`config.mk`:
```
export PLATFORM = sky130hd
export DESIGN_NAME = fsd_cfg_regs
export DESIGN_NICKNAME = d
export VERILOG_FILES = /design/src/hdl/fsd_pkg.sv /design/src/hdl/fsd_cfg_regs.sv
export SDC_FILE = /design/constraint.sdc
export NUM_CORES = 1
export LEC_CHECK = 0
export ABC_AREA = 0
export BUFFER_PORTS_ARGS = -buffer_cell sky130_fd_sc_hd__clkbuf_2
export CAP_MARGIN = 20
export CORE_MARGIN = 5
export CORE_UTILIZATION = 47
export CTS_BUF_LIST = sky130_fd_sc_hd__clkbuf_4 sky130_fd_sc_hd__clkbuf_8 sky130_fd_sc_hd__clkbuf_16
export CTS_CLUSTER_DIAMETER = 60
export DETAILED_ROUTE_END_ITERATION = 16
export PLACE_DENSITY_LB_ADDON = 0.15
export SYNTH_ARGS = -nofsm -noshare
export SYNTH_HDL_FRONTEND = slang
export SYNTH_SLANG_ARGS = --single-unit
export TNS_END_PERCENT = 1
```
`constraint.sdc`:
```
create_clock -name i_clk -period 1.3 [get_ports i_clk]
set_clock_uncertainty 0.05 [all_clocks]
set_input_delay 0.195 -clock i_clk [delete_from_list [all_inputs] [get_ports i_clk]]
set_output_delay 0.195 -clock i_clk [all_outputs]
set_load 0.005 [all_outputs]
```
`src/hdl/fsd_pkg.sv`:
```
// Shared types, constants and register codes for the error-diffusion dither core.
package fsd_pkg;

    // Default sizing of the line store and of stored error words
    localparam int DEF_MAX_WIDTH = 2048;
    localparam int DEF_ERR_BITS  = 10;

    // Field and register widths
    localparam int PIX_W      = 8;
    localparam int WIDTH_W    = 12;
    localparam int HEIGHT_W   = 13;
    localparam int ROW_W      = 12;
    localparam int CFG_IDX_W  = 2;
    localparam int CFG_DATA_W = 13;

    // Frame limits and pixel levels
    localparam int HEIGHT_LIMIT = 4096;
    localparam int PIX_MAX      = 255;

    // Diffusion weights, in sixteenths
    localparam logic [3:0] W_RIGHT       = 4'd7;
    localparam logic [3:0] W_BELOW_LEFT  = 4'd3;
    localparam logic [3:0] W_BELOW       = 4'd5;
    localparam logic [3:0] W_BELOW_RIGHT = 4'd1;

    // Register reset values
    localparam logic [WIDTH_W-1:0]  RST_WIDTH     = 12'd640;
    localparam logic [HEIGHT_W-1:0] RST_HEIGHT    = 13'd480;
    localparam logic [PIX_W-1:0]    RST_THRESHOLD = 8'd128;

    // Register indexes
    localparam logic [CFG_IDX_W-1:0] CFG_IMAGE_WIDTH  = 2'd0;
    localparam logic [CFG_IDX_W-1:0] CFG_IMAGE_HEIGHT = 2'd1;
    localparam logic [CFG_IDX_W-1:0] CFG_THRESHOLD    = 2'd2;

    // Register file contents as seen by the datapath
    typedef struct packed {
        logic [WIDTH_W-1:0]  image_width;
        logic [HEIGHT_W-1:0] image_height;
        logic [PIX_W-1:0]    threshold;
    } t_cfg;

endpackage

```
`src/hdl/fsd_cfg_regs.sv`:
```
// Configuration register file: frame width, frame height and threshold.
module fsd_cfg_regs (
    input  logic                           i_clk,
    input  logic                           i_rst_n,
    input  logic                           i_cfg_valid,
    input  logic [fsd_pkg::CFG_IDX_W-1:0]  i_cfg_index,
    input  logic [fsd_pkg::CFG_DATA_W-1:0] i_cfg_data,
    output fsd_pkg::t_cfg                  o_cfg
);
    import fsd_pkg::*;

    t_cfg r_cfg;

    // Register write; unknown indexes are dropped
    always_ff @(posedge i_clk) begin
        if (!i_rst_n) begin
            r_cfg.image_width  <= RST_WIDTH;
            r_cfg.image_height <= RST_HEIGHT;
            r_cfg.threshold    <= RST_THRESHOLD;
        end else if (i_cfg_valid) begin
            unique case (i_cfg_index)
                CFG_IMAGE_WIDTH: begin
                    r_cfg.image_width <= i_cfg_data[WIDTH_W-1:0];
                end
                CFG_IMAGE_HEIGHT: begin
                    r_cfg.image_height <= i_cfg_data[HEIGHT_W-1:0];
                end
                CFG_THRESHOLD: begin
                    r_cfg.threshold <= i_cfg_data[PIX_W-1:0];
                end
                default: begin
                end
            endcase
        end
    end

    assign o_cfg = r_cfg;

endmodule

```
Word level (Yosys, flattened, before mapping)
Index checks and enable logic that the tools add are counted.
{ "totals": {"regBits": 33, "input_bits": 18, "word_cells": 9, "output_inout_bits": 33} }
{ "op_classes": {"n_eq_ne": 2, "reduce_logical": 4} }
{ "op_table": {"columns": ["operator", "count"], "rows": [
  ["$reduce_and 2->1", 3],
  ["$eq 2x1->1 const B", 1],
  ["$eq 2x2->1 const B", 1],
  ["$logic_not 2->1", 1]
]} }

Logic depth before layout (Yosys ltp)
Gate-level depths: netlist of run 1.
{ "logic_depth": {"word_depth": 2, "ltp_mapped": 4, "mapped_depth_nobuf": 2} }

Least setup slack after synthesis of run 1
Ideal clock, no wire load.
{ "synth_timing": {"kind": "input to register", "from": "input port i_cfg_valid", "to": "register r_cfg, in the netlist o_cfg[28]", "t_arrival_ns": 0.905, "required_ns": 1.126, "path_stages": 4, "n_path_buf": 2, "path_slack_ns": 0.221, "setup_ns": 0.124, "path_cell_list": "buf_4 > or3b_1 > buf_6 > mux2i_1"} }
{ "synth_between": {"elab_chain_cells": 1} }
{ "synth_rtl": {"columns": ["element", "line", "source"], "rows": [
  ["start, declared", "fsd_cfg_regs.sv:5", "input logic i_cfg_valid,"],
  ["$reduce_and 2->1 (no line)", null, null],
  ["end, declared", "fsd_cfg_regs.sv:12", "t_cfg r_cfg;"]
]} }
No other way between the ends.
A chain may end at the register's enable or synchronous reset.

Worst setup path after layout of run 1
{ "layout_timing": {"from": "register r_cfg, in the netlist o_cfg[10]", "to": "output port o_cfg[10] (netlist bit)"} }
{ "layout_rtl": {"columns": ["element", "line", "source"], "rows": [
  ["end, declared", "fsd_cfg_regs.sv:8", "output fsd_pkg::t_cfg o_cfg"]
]} }
No word-level cell between the ends.

==> results.md, run 1 <==
* Run status: finished, final reports clean
* All-Layer GR Usage at 0.149
* HPWL Detailed at 2020 um
* Number of buffers added on ports at 50
* Most frequent cells in the layout: 50 x clkbuf_2, 38 x nand2_1, 33 x dfxtp_1, 29 x mux2i_1, 6 x clkbuf_4
* Worst Tran Pin Value at 343 ps
* Max-slew violations at 0
* YS warnings at 0
* CTS Buf Count at 5
* Area leader, netlist: dfxtp_1
* Setup-failing EPs final at 0
* Mux share of post-synthesis cell area at 0.222
* Crit path buffers/inverters at 1
* Hold endpoint: o_cfg[20]
* Register-to-Register Path Depth at 2
* Synth Net Count at 150
* Filler cell count at 244
* CP cell instances: clkbuf_2
* Setup Fix Bufs, Post-CTS at 0
* Routed vias at 1,045
* Largest net degree at the start of global routing at 46
* Area share of fa/ha/maj cells after synthesis at 0
* Final ANT Viol Nets at 0
* Max Freq at ~960 MHz
* Placed cells at 206
* Setup tns final at 0 ps
* PwrDens at roughly 1100 nW/um2
* Final Non-Filler Cells at between 200 and 250
* Top post-synthesis cells by area: dfxtp_1 51%, mux2i_1 22%, nand2_1 11%, o211ai_1 2.3%, nand4b_1 2.0%
* Post-synthesis simple-gate area fraction at 0.188
* CTS H-tree depth at 2
* Worst path top cell family by delay: flip-flops
* Post-synthesis xor/xnor area fraction at 0
* RR Startpoint: o_cfg[30]
* DR WL/cell at approximately 13 um
* RSZ-0062 raised after global routing: false
* RR Endpoint: o_cfg[30]
* WS Path Type: flip-flop to primary output
* Crit path max fanout at 2
* Avg Synthesized Cell Area at 9.90 um2
* Critical Path AT at 790 ps
* Share of layout cells above drive strength 1 at 0.335
* Top Ports at 51
* DIE HEIGHT at 62.7 um
* Crit. Startpoint: o_cfg[10]
* Pleak at ~0.85 nW
* Final count of hold timing violations at 0
* Yosys top cell area share at 0.506
* Initial DRT Pass Iterations at 4
* Hold_sp: i_cfg_data[12]
* Final Power at 1.85 mW
* DRC Markers at 0
* Initial core utilization at 0.482
* CTS sink cnt at 33
* Placer Congestion at 0.779
* Syn Inst Count at about 130
* Total Nets Final at 200
* Final wirelength at between 2000 and 3000 um
* Grt ovf at 0
* Die ar. at between 3000 and 4000 um2
* CP max stage cell: dfxtp_1
* Required time worst endpoint at around 1100 ps
* Layout area overhead at 24.9%
* Hold buffer count at cts at 0
* Min-Delay Path Class: input port to flip-flop
* Max reg flops at 33
* CTS tree: done
* DRT iter0 DRCs at 67
* Routed vias/inst at a little under 5
* Clock transition at path regs at 90 ps
* R2R Setup Slk at 610 ps
* Sequential element share of the synthesized area at 0.506
* Netlist cell types at 16
* Initial antenna violation count at 0
* First-pass GRT wire length at 4750 um
* Crit start category: flip-flop
* Root cell of the clock tree: clkbuf_4
* Max-slew headroom at 0.771
* WHS Path Cells at 3
* # diodes at 0
* Crit path largest cell delay at roughly 350 ps
* Num rows at 19
* Clock latency on the worst-skew pair at ~320 ps
* Post-CTS sizing at 0
* Die width at 62.7 um
* Syn Std Cell Area at 1310 um2
* Largest family of logic cells by synthesized area: multiplexers
* Min cycle time layout at 1040 ps
* Tcrit/Tclk final at 0.799
* Maxcap violations at 0
* VDD IR max at 0.925 mV
* Commonest non-fill, non-tap cell in the layout: clkbuf_2
* Number of synthesized register bits at 33
* CORE AREA at 2710 um2
* Worst setup EP type: primary output
* Synth Area in Compound Gates at 0.0230
* Via count of the first global-routing pass at 1,076
* Clk buf depth at 2
-- layout make-up --
class,count,area [um2],share of cell area
multi-input cells,84,566,0.347
inverters,4,15.0,0.00920
flip-flops and latches,33,661,0.405
well taps,31,38.8,0.0238
clock buffers,7,58.8,0.0360
repair buffers,54,293,0.179
-- logic make-up after synthesis --
logic type	Yosys count
DFF	33
muxes	29
and+or+nand+nor	51
AOI/OAI and AO/OA	4
buffers and inverters	15
-- cell usage after synthesis --
cell       instances
nor3b_1            1
buf_4              1
and3b_1            1
nand4bb_1          1
dfxtp_1           33
buf_6              2
nand3b_1           2
inv_1              4
o211ai_1           4
nand4b_1           3
clkbuf_1           4
mux2i_1           29
nor2b_1            4
nand2_1           38
or3b_1             1
buf_2              4
-- per-stage QoR --
step           hold WS [ps]  setup slack (ps)  instance area, um2   util
2_1_floorplan           287               221                1310      -
3_3_place_gp            378               118                1570  0.580
3_5_place_dp            389              86.5                1570  0.580
4_1_cts                35.8               244                1630  0.602
5_1_grt                46.8               205                1630  0.602
6_report               46.3               261                1630  0.602
-- routing by layer --
layer	vias to the layer above	global-route usage	share of wire
met5	-	0	0
met1	471	0.169	0.44
met2	30	0.241	0.47
met3	5	0.0594	0.080
li1	539	-	-
met4	0	0.0716	0.016
-- how the worst max path moves through the flow --
stage,endpoint,slack (ps),cells past startpoint
6_report,o_cfg[10],260,1
5_1_grt,o_cfg[14],200,1
4_1_cts,o_cfg[10],240,1
3_5_place_dp,o_cfg[31],90,3
3_3_place_gp,o_cfg[31],120,3
2_1_floorplan,o_cfg[28],220,4
-- where the power goes --
group,switching [mW],total [mW],internal (mW)
Sequential,0.0191,1.07,1.05
Clock,0.310,0.585,0.276
Combinational,0.100,0.196,0.0962
No activity file was read; power rests on OpenSTA's default activity.
==> run 2, diff against run 1 <==
Settings changed: ABC_AREA 0 to 1, CORE_UTILIZATION 47 to 48.
Clock period 1.3 ns to 1.1 ns, I/O delays scaled along.
==> results.md, run 2 <==
* Share of layout cells above drive strength 1 at 0.271 (was 0.335)
* VDD IR max at 1.44 mV (was 0.925 mV)
* Number of synthesized register bits at 33 (unchanged)
* Largest family of logic cells by synthesized area: simple AND/OR/NAND/NOR gates (was multiplexers)
* CTS sink cnt at 33 (unchanged)
* Syn Inst Count at 204 (was 132)
* Pint at 1.74 mW (was 1.42 mW)
* Final count of hold timing violations at 0 (unchanged)
* Power share of the combinational group at 0.144 (was 0.106)
* DRT iter0 DRCs at 69 (was 67)
* YS warnings at 0 (unchanged)
* Tcrit/Tclk final at 0.923
* Post-synth EDFFs at 0 (unchanged)
* Number of buffers added on ports at 50 (unchanged)
* Placer Congestion at 0.750 (was 0.779)
* Maxcap violations at 0 (unchanged)
* Max-slew violations at 0 (unchanged)
* Worst setup EP type: primary output (unchanged)
* CORE AREA at 2780 um2 (was 2710 um2)
* Clock transition at path regs at 100 ps (was 90 ps)
* DRT met1 WL at 1400 um (was 1170 um)
* Initial antenna violation count at 0 (unchanged)
* Synth Net Count at 222 (was 150)
* RSZ-0062 raised after global routing: false (unchanged)
* Top_reg_cell synth: dfxtp_1 (unchanged)
* Crit path buffers/inverters at 1 (unchanged)
* Post-synthesis simple-gate area fraction at 0.360 (was 0.188)
* Syn Std Cell Area at 1420 um2 (was 1310 um2)
* Top Ports at 51 (unchanged)
* CP cell instances: clkbuf_2 (unchanged)
* Pleak at 1.00 nW (was 0.848 nW)
* Multi-input logic area at 561 um2 (was 566 um2)
* Max-slew headroom at 0.843 (was 0.771)
* All-Layer GR Usage at 0.156 (was 0.149)
* WHS Path Cells at 3 (unchanged)
* Final ANT Viol Nets at 0 (unchanged)
* Avg Synthesized Cell Area at 6.94 um2 (was 9.90 um2)
* Ranking of synthesized cells by instance count: 55 x nand2_1, 42 x nor2_1, 33 x dfxtp_1, 28 x inv_1, 19 x nand3_1 (was 38 x nand2_1, 33 x dfxtp_1, 29 x mux2i_1)
* Flop pwr share at 0.550 (was 0.577)
* Die ar. at 4140 um2 (was 3930 um2)
* Critical Path AT at 800 ps (was 790 ps)
* Initial core utilization at 0.509 (was 0.482)
* Clk buf depth at 2 (unchanged)
* Initial DRT Pass Iterations at 4 (unchanged)
* DRC Markers at 0 (unchanged)
* Mux share of post-synthesis cell area at 0 (was 0.222)
* Clock latency on the worst-skew pair at 320 ps (about the same)
* Root cell of the clock tree: clkbuf_4 (unchanged)
* # diodes at 0 (unchanged)
* Crit. path cell count at 1 (unchanged)
* Sw Ratio at 0.258 (was 0.232)
* Top post-synthesis cells by area: dfxtp_1 47%, nand2_1 15%, nor2_1 11%, inv_1 7.4%, nand3_1 6.7% (was dfxtp_1 51%, mux2i_1 22%, nand2_1 11%, o211ai_1 2.3%, nand4b_1 2.0%)
* CTS Buf Count at 5 (unchanged)
* Post-CTS sizing at 0 (unchanged)
* DIE HEIGHT at 64.3 um (was 62.7 um)
* Num rows at 19 (unchanged)
* Max Freq at 985 MHz
* First-pass GRT wire length at 5180 um (was 4750 um)
* Required time worst endpoint at 880 ps (was 1050 ps)
* PwrDens at 1330 nW/um2 (was 1130 nW/um2)
* Max reg flops at 33 (unchanged)
* Setup tns final at 0 ps (unchanged)
* Wire length on met2 at 1290 um (was 1260 um)
* Clk pwr share at 0.306 (was 0.317)
* Area share of fa/ha/maj cells after synthesis at 0 (unchanged)
* Async S/R FF share, synth at 0 (unchanged)
* Hold buffer count at cts at 0 (unchanged)
* CTS tree: done (unchanged)
* Min cycle time layout at 1020 ps
* Placed cells at 281 (was 206)
* Netlist cell types at 16 (unchanged)
* Crit path max fanout at 2 (unchanged)
* Final Non-Filler Cells at 289 (was 213)
* Hold WS at 7.22 ps (was 46.3 ps)
* Synth Area in Compound Gates at 0.0353 (was 0.0230)
* CP max stage cell: dfxtp_1 (unchanged)
* Register-to-Register Path Depth at 4 (was 2)
* Yosys top cell area share at 0.466 (was 0.506)
* Setup Fix Bufs, Post-CTS at 0 (unchanged)
* Grt ovf at 0 (unchanged)
* DR top layer: met4 (unchanged)
* HPWL Detailed at 2250 um (was 2020 um)
* Filler cell count at 262 (was 244)
* DR WL/cell at 10.3 um (was 12.6 um)
* Final wirelength at 2990 um (was 2690 um)
* CTS H-tree depth at 2 (unchanged)
* WL met3 at 238 um (was 216 um)
* Via count of the first global-routing pass at 1,226 (was 1,076)
* Die width at 64.3 um (was 62.7 um)
* Worst Tran Pin Value at 234 ps (was 343 ps)
* Routed vias at 1,304 (was 1,045)
* Sequential element share of the synthesized area at 0.466 (was 0.506)
* Run status: finished, final reports clean (unchanged)
* Post-synthesis xor/xnor area fraction at 0 (unchanged)
* Setup-failing EPs final at 0 (unchanged)
* Layout area overhead at 24.3% (was 24.9%)
* Count leader, synth: nand2_1 (unchanged)
* Area leader, netlist: dfxtp_1 (unchanged)
* WS Path Type: flip-flop to primary output (unchanged)
* Crit path largest cell delay at 350 ps (about the same)
* Routed vias/inst at 4.51 (was 4.91)
* Crit start category: flip-flop (unchanged)
* Total Nets Final at 275 (was 200)
* Reg area at 661 um2 (unchanged)
* Final Power at 2.34 mW (was 1.85 mW)
* Min-Delay Path Class: input port to flip-flop (unchanged)
* Worst path top cell family by delay: flip-flops (unchanged)
* Largest net degree at the start of global routing at 34 (was 46)
* Most frequent cells in the layout: 55 x nand2_1, 50 x clkbuf_2, 42 x nor2_1, 33 x dfxtp_1, 28 x inv_1 (was 50 x clkbuf_2, 38 x nand2_1, 33 x dfxtp_1, 29 x mux2i_1, 6 x clkbuf_4)
* Psw at 0.604 mW (was 0.429 mW)
* Commonest non-fill, non-tap cell in the layout: nand2_1 (was clkbuf_2)
==> run 2: per-stage QoR <==
step	utilization	instance area, um2	setup slack [ps]
after global placement	0.611	1700	143
final	0.633	1760	84.3
after floorplan	-	1420	249
after detailed placement	0.611	1700	121
after CTS	0.633	1760	63.4
after global routing	0.633	1760	30.2
==> run 2: final timing paths <==
kind / to / slack [ps] / start
worst max-delay path: o_cfg[2] / 80 / o_cfg[2]
worst min-delay path: o_cfg[20] / 7 / i_cfg_data[12]
worst max register to register: o_cfg[2] / 420 / o_cfg[2]
worst min register to register: o_cfg[28] / 420 / o_cfg[28]
==> run 2: area by class of cell <==
type | instances | area share
Multi-Input combinational cell | 131 | 0.318
Timing Repair Buffer | 58 | 0.190
Inverter | 28 | 0.0597
Tap cell | 31 | 0.0220
Clock buffer | 8 | 0.0341
Sequential cell | 33 | 0.375
==> run 2: cells by family after synthesis <==
| logic type | after synthesis |
|---|---|
| simple gates | 121 |
| flops | 33 |
| buf+inv | 40 |
| compound gates | 10 |
==> run 2: power groups by stage <==
stage	logic, mW	clock network, mW	registers [mW]
2_1_floorplan	0.189	0	1.32
3_3_place_gp	0.337	0	1.32
3_5_place_dp	0.341	0	1.32
4_1_cts	0.342	0.740	1.29
5_1_grt	0.393	0.789	1.30
6_report	0.337	0.716	1.29
==> run 2: per-layer routing <==
metal	GRT usage	vias to the layer above
met4	0.0611	0
met5	0	-
met2	0.234	34
met3	0.0578	7
li1	-	715
met1	0.201	548
==> run 3, diff against run 2 <==
Settings changed: REMOVE_ABC_BUFFERS set to 1, SLEW_MARGIN set to 40.
==> results.md, run 3 (same netlist as run 2, synthesis figures left out) <==
* Run status: finished, final reports clean (unchanged)
* Maxcap violations at 0 (unchanged)
* Worst Tran Pin Value at 294 ps (was 234 ps)
* Final ANT Viol Nets at 0 (unchanged)
* Via count of the first global-routing pass at 1,187 (was 1,226)
* Die ar. at 4140 um2 (unchanged)
* DRT iter0 DRCs at 44 (was 69)
* R2R Setup Slk at 370 ps (was 420 ps)
* Routed vias at 1,294 (was 1,304)
* Critical Path AT at 810 ps (was 800 ps)
* Max Freq at 977 MHz (was 985 MHz)
* HPWL Detailed at 2150 um (was 2250 um)
* # diodes at 0 (unchanged)
* DIE HEIGHT at 64.3 um (unchanged)
* Filler cell count at 269 (was 262)
* Post-CTS sizing at 0 (unchanged)
* Final Non-Filler Cells at 289 (unchanged)
* Grt ovf at 0 (unchanged)
* CP max stage cell: dfxtp_1 (unchanged)
* RSZ-0062 raised after global routing: false (unchanged)
* Pleak at 1.01 nW (was 1.00 nW)
* Hold_sp: i_cfg_data[5] (was i_cfg_data[12])
* Root cell of the clock tree: clkbuf_4 (unchanged)
* Crit path max fanout at 2 (unchanged)
* Initial antenna violation count at 0 (unchanged)
* Initial DRT Pass Iterations at 3 (was 4)
* Clock transition at path regs at 100 ps (about the same)
* Total Nets Final at 275 (unchanged)
* RR Endpoint: o_cfg[4] (was o_cfg[2])
* Min cycle time layout at 1020 ps (about the same)
* DR WL/cell at 10.4 um (was 10.3 um)
* Setup tns final at 0 ps (unchanged)
* All-Layer GR Usage at 0.156 (about the same)
* Die width at 64.3 um (unchanged)
* Routed vias/inst at 4.48 (was 4.51)
* Crit start category: flip-flop (unchanged)
* Max-slew headroom at 0.804 (was 0.843)
* CTS H-tree depth at 2 (unchanged)
* PwrDens at 1340 nW/um2 (was 1330 nW/um2)
* Worst path top cell family by delay: flip-flops (unchanged)
* CTS tree: done (unchanged)
* Initial core utilization at 0.509 (unchanged)
* Commonest non-fill, non-tap cell in the layout: nand2_1 (unchanged)
* Hold endpoint: o_cfg[13] (was o_cfg[20])
* Register-to-Register Path Depth at 4 (unchanged)
* Clk buf depth at 2 (unchanged)
* WS Path Type: flip-flop to primary output (unchanged)
* Share of layout cells above drive strength 1 at 0.264 (was 0.271)
* Number of buffers added on ports at 50 (unchanged)
* Placer Congestion at 0.691 (was 0.750)
* Most frequent cells in the layout: 55 x nand2_1, 50 x clkbuf_2, 42 x nor2_1, 33 x dfxtp_1, 28 x inv_1 (unchanged)
* Worst setup EP type: primary output (unchanged)
* CP cell instances: clkbuf_2 (unchanged)
* Largest net degree at the start of global routing at 34 (unchanged)
* Clock latency on the worst-skew pair at 330 ps (was 320 ps)
* Max reg flops at 33 (unchanged)
* First-pass GRT wire length at 5130 um (was 5180 um)
* Placed cells at 279 (was 281)
* Required time worst endpoint at 880 ps (about the same)
* CTS sink cnt at 33 (unchanged)
* Final wirelength at 3010 um (was 2990 um)
* WHS Path Cells at 3 (unchanged)
* Top Ports at 51 (unchanged)
* Tcrit/Tclk final at 0.930 (was 0.923)
* Layout area overhead at 26.2% (was 24.3%)
* DRC Markers at 0 (unchanged)
* Setup-failing EPs final at 0 (unchanged)
* Final count of hold timing violations at 0 (unchanged)
* RR Startpoint: o_cfg[4] (was o_cfg[2])
* Num rows at 19 (unchanged)
* Max-slew violations at 0 (unchanged)
* Final Power at 2.39 mW (was 2.34 mW)
* CTS Buf Count at 5 (unchanged)
* Min-Delay Path Class: input port to flip-flop (unchanged)
* Crit path buffers/inverters at 1 (unchanged)
* CORE AREA at 2780 um2 (unchanged)
* VDD IR max at 0.980 mV (was 1.44 mV)
* Crit path largest cell delay at 360 ps (was 350 ps)
==> run 3: cell type report <==
cell class,instances,area [um2],share of cell area
Clock buffer,7,65.1,0.0364
Clock inverter,1,5.00,0.00280
Inverter,28,105,0.0588
Multi-Input combinational cell,131,561,0.314
Sequential cell,33,661,0.369
Tap cell,31,38.8,0.0217
Timing Repair Buffer,58,353,0.197
==> run 3: power by group <==
part	switching, mW	internal (mW)	total, mW
logic	0.187	0.154	0.342
clock network	0.391	0.370	0.761
registers	0.0308	1.26	1.29
total	0.609	1.78	2.39
==> run 3: how the worst max path moves through the flow <==
stage	start	to	slack [ps]	depth (start not counted)
final	o_cfg[4]	o_cfg[4]	80	1
after global routing	o_cfg[29]	o_cfg[29]	20	1
after CTS	o_cfg[29]	o_cfg[29]	50	1
after floorplan	i_cfg_index[1]	o_cfg[28]	250	4
after global placement	i_cfg_index[1]	o_cfg[25]	100	6
after detailed placement	i_cfg_index[1]	o_cfg[32]	80	6
==> run 3: worst register-to-register path, stage by stage, from the launching register on <==
cell and delay (ps):
dfxtp_1 360, inv_1 40, nand2_1 60, nand2_1 50, nor2_1 110
==> run 3: what timing repair did <==
item	4_1_cts	5_1_grt
hold endpoints to repair	2	0
buffers inserted	0	0
hold buffers	2	0
==> run 3: per-stage QoR <==
step	util	hold WS (ps)	worst slack, ps	area, um2
2_1_floorplan	-	199	249	1330
3_3_place_gp	0.610	345	95.9	1700
3_5_place_dp	0.610	349	78.8	1700
4_1_cts	0.643	4.76	45.6	1790
5_1_grt	0.643	10.3	18.7	1790
6_report	0.643	20.4	76.5	1790
==> run 3: metal layers <==
layer  vias up  global-route usage  wire [um]
met2        31               0.241       1370
met3         8              0.0560        204
met1       534               0.191       1380
met5         -                   0          0
met4         0              0.0763         61
li1        721                   -          -
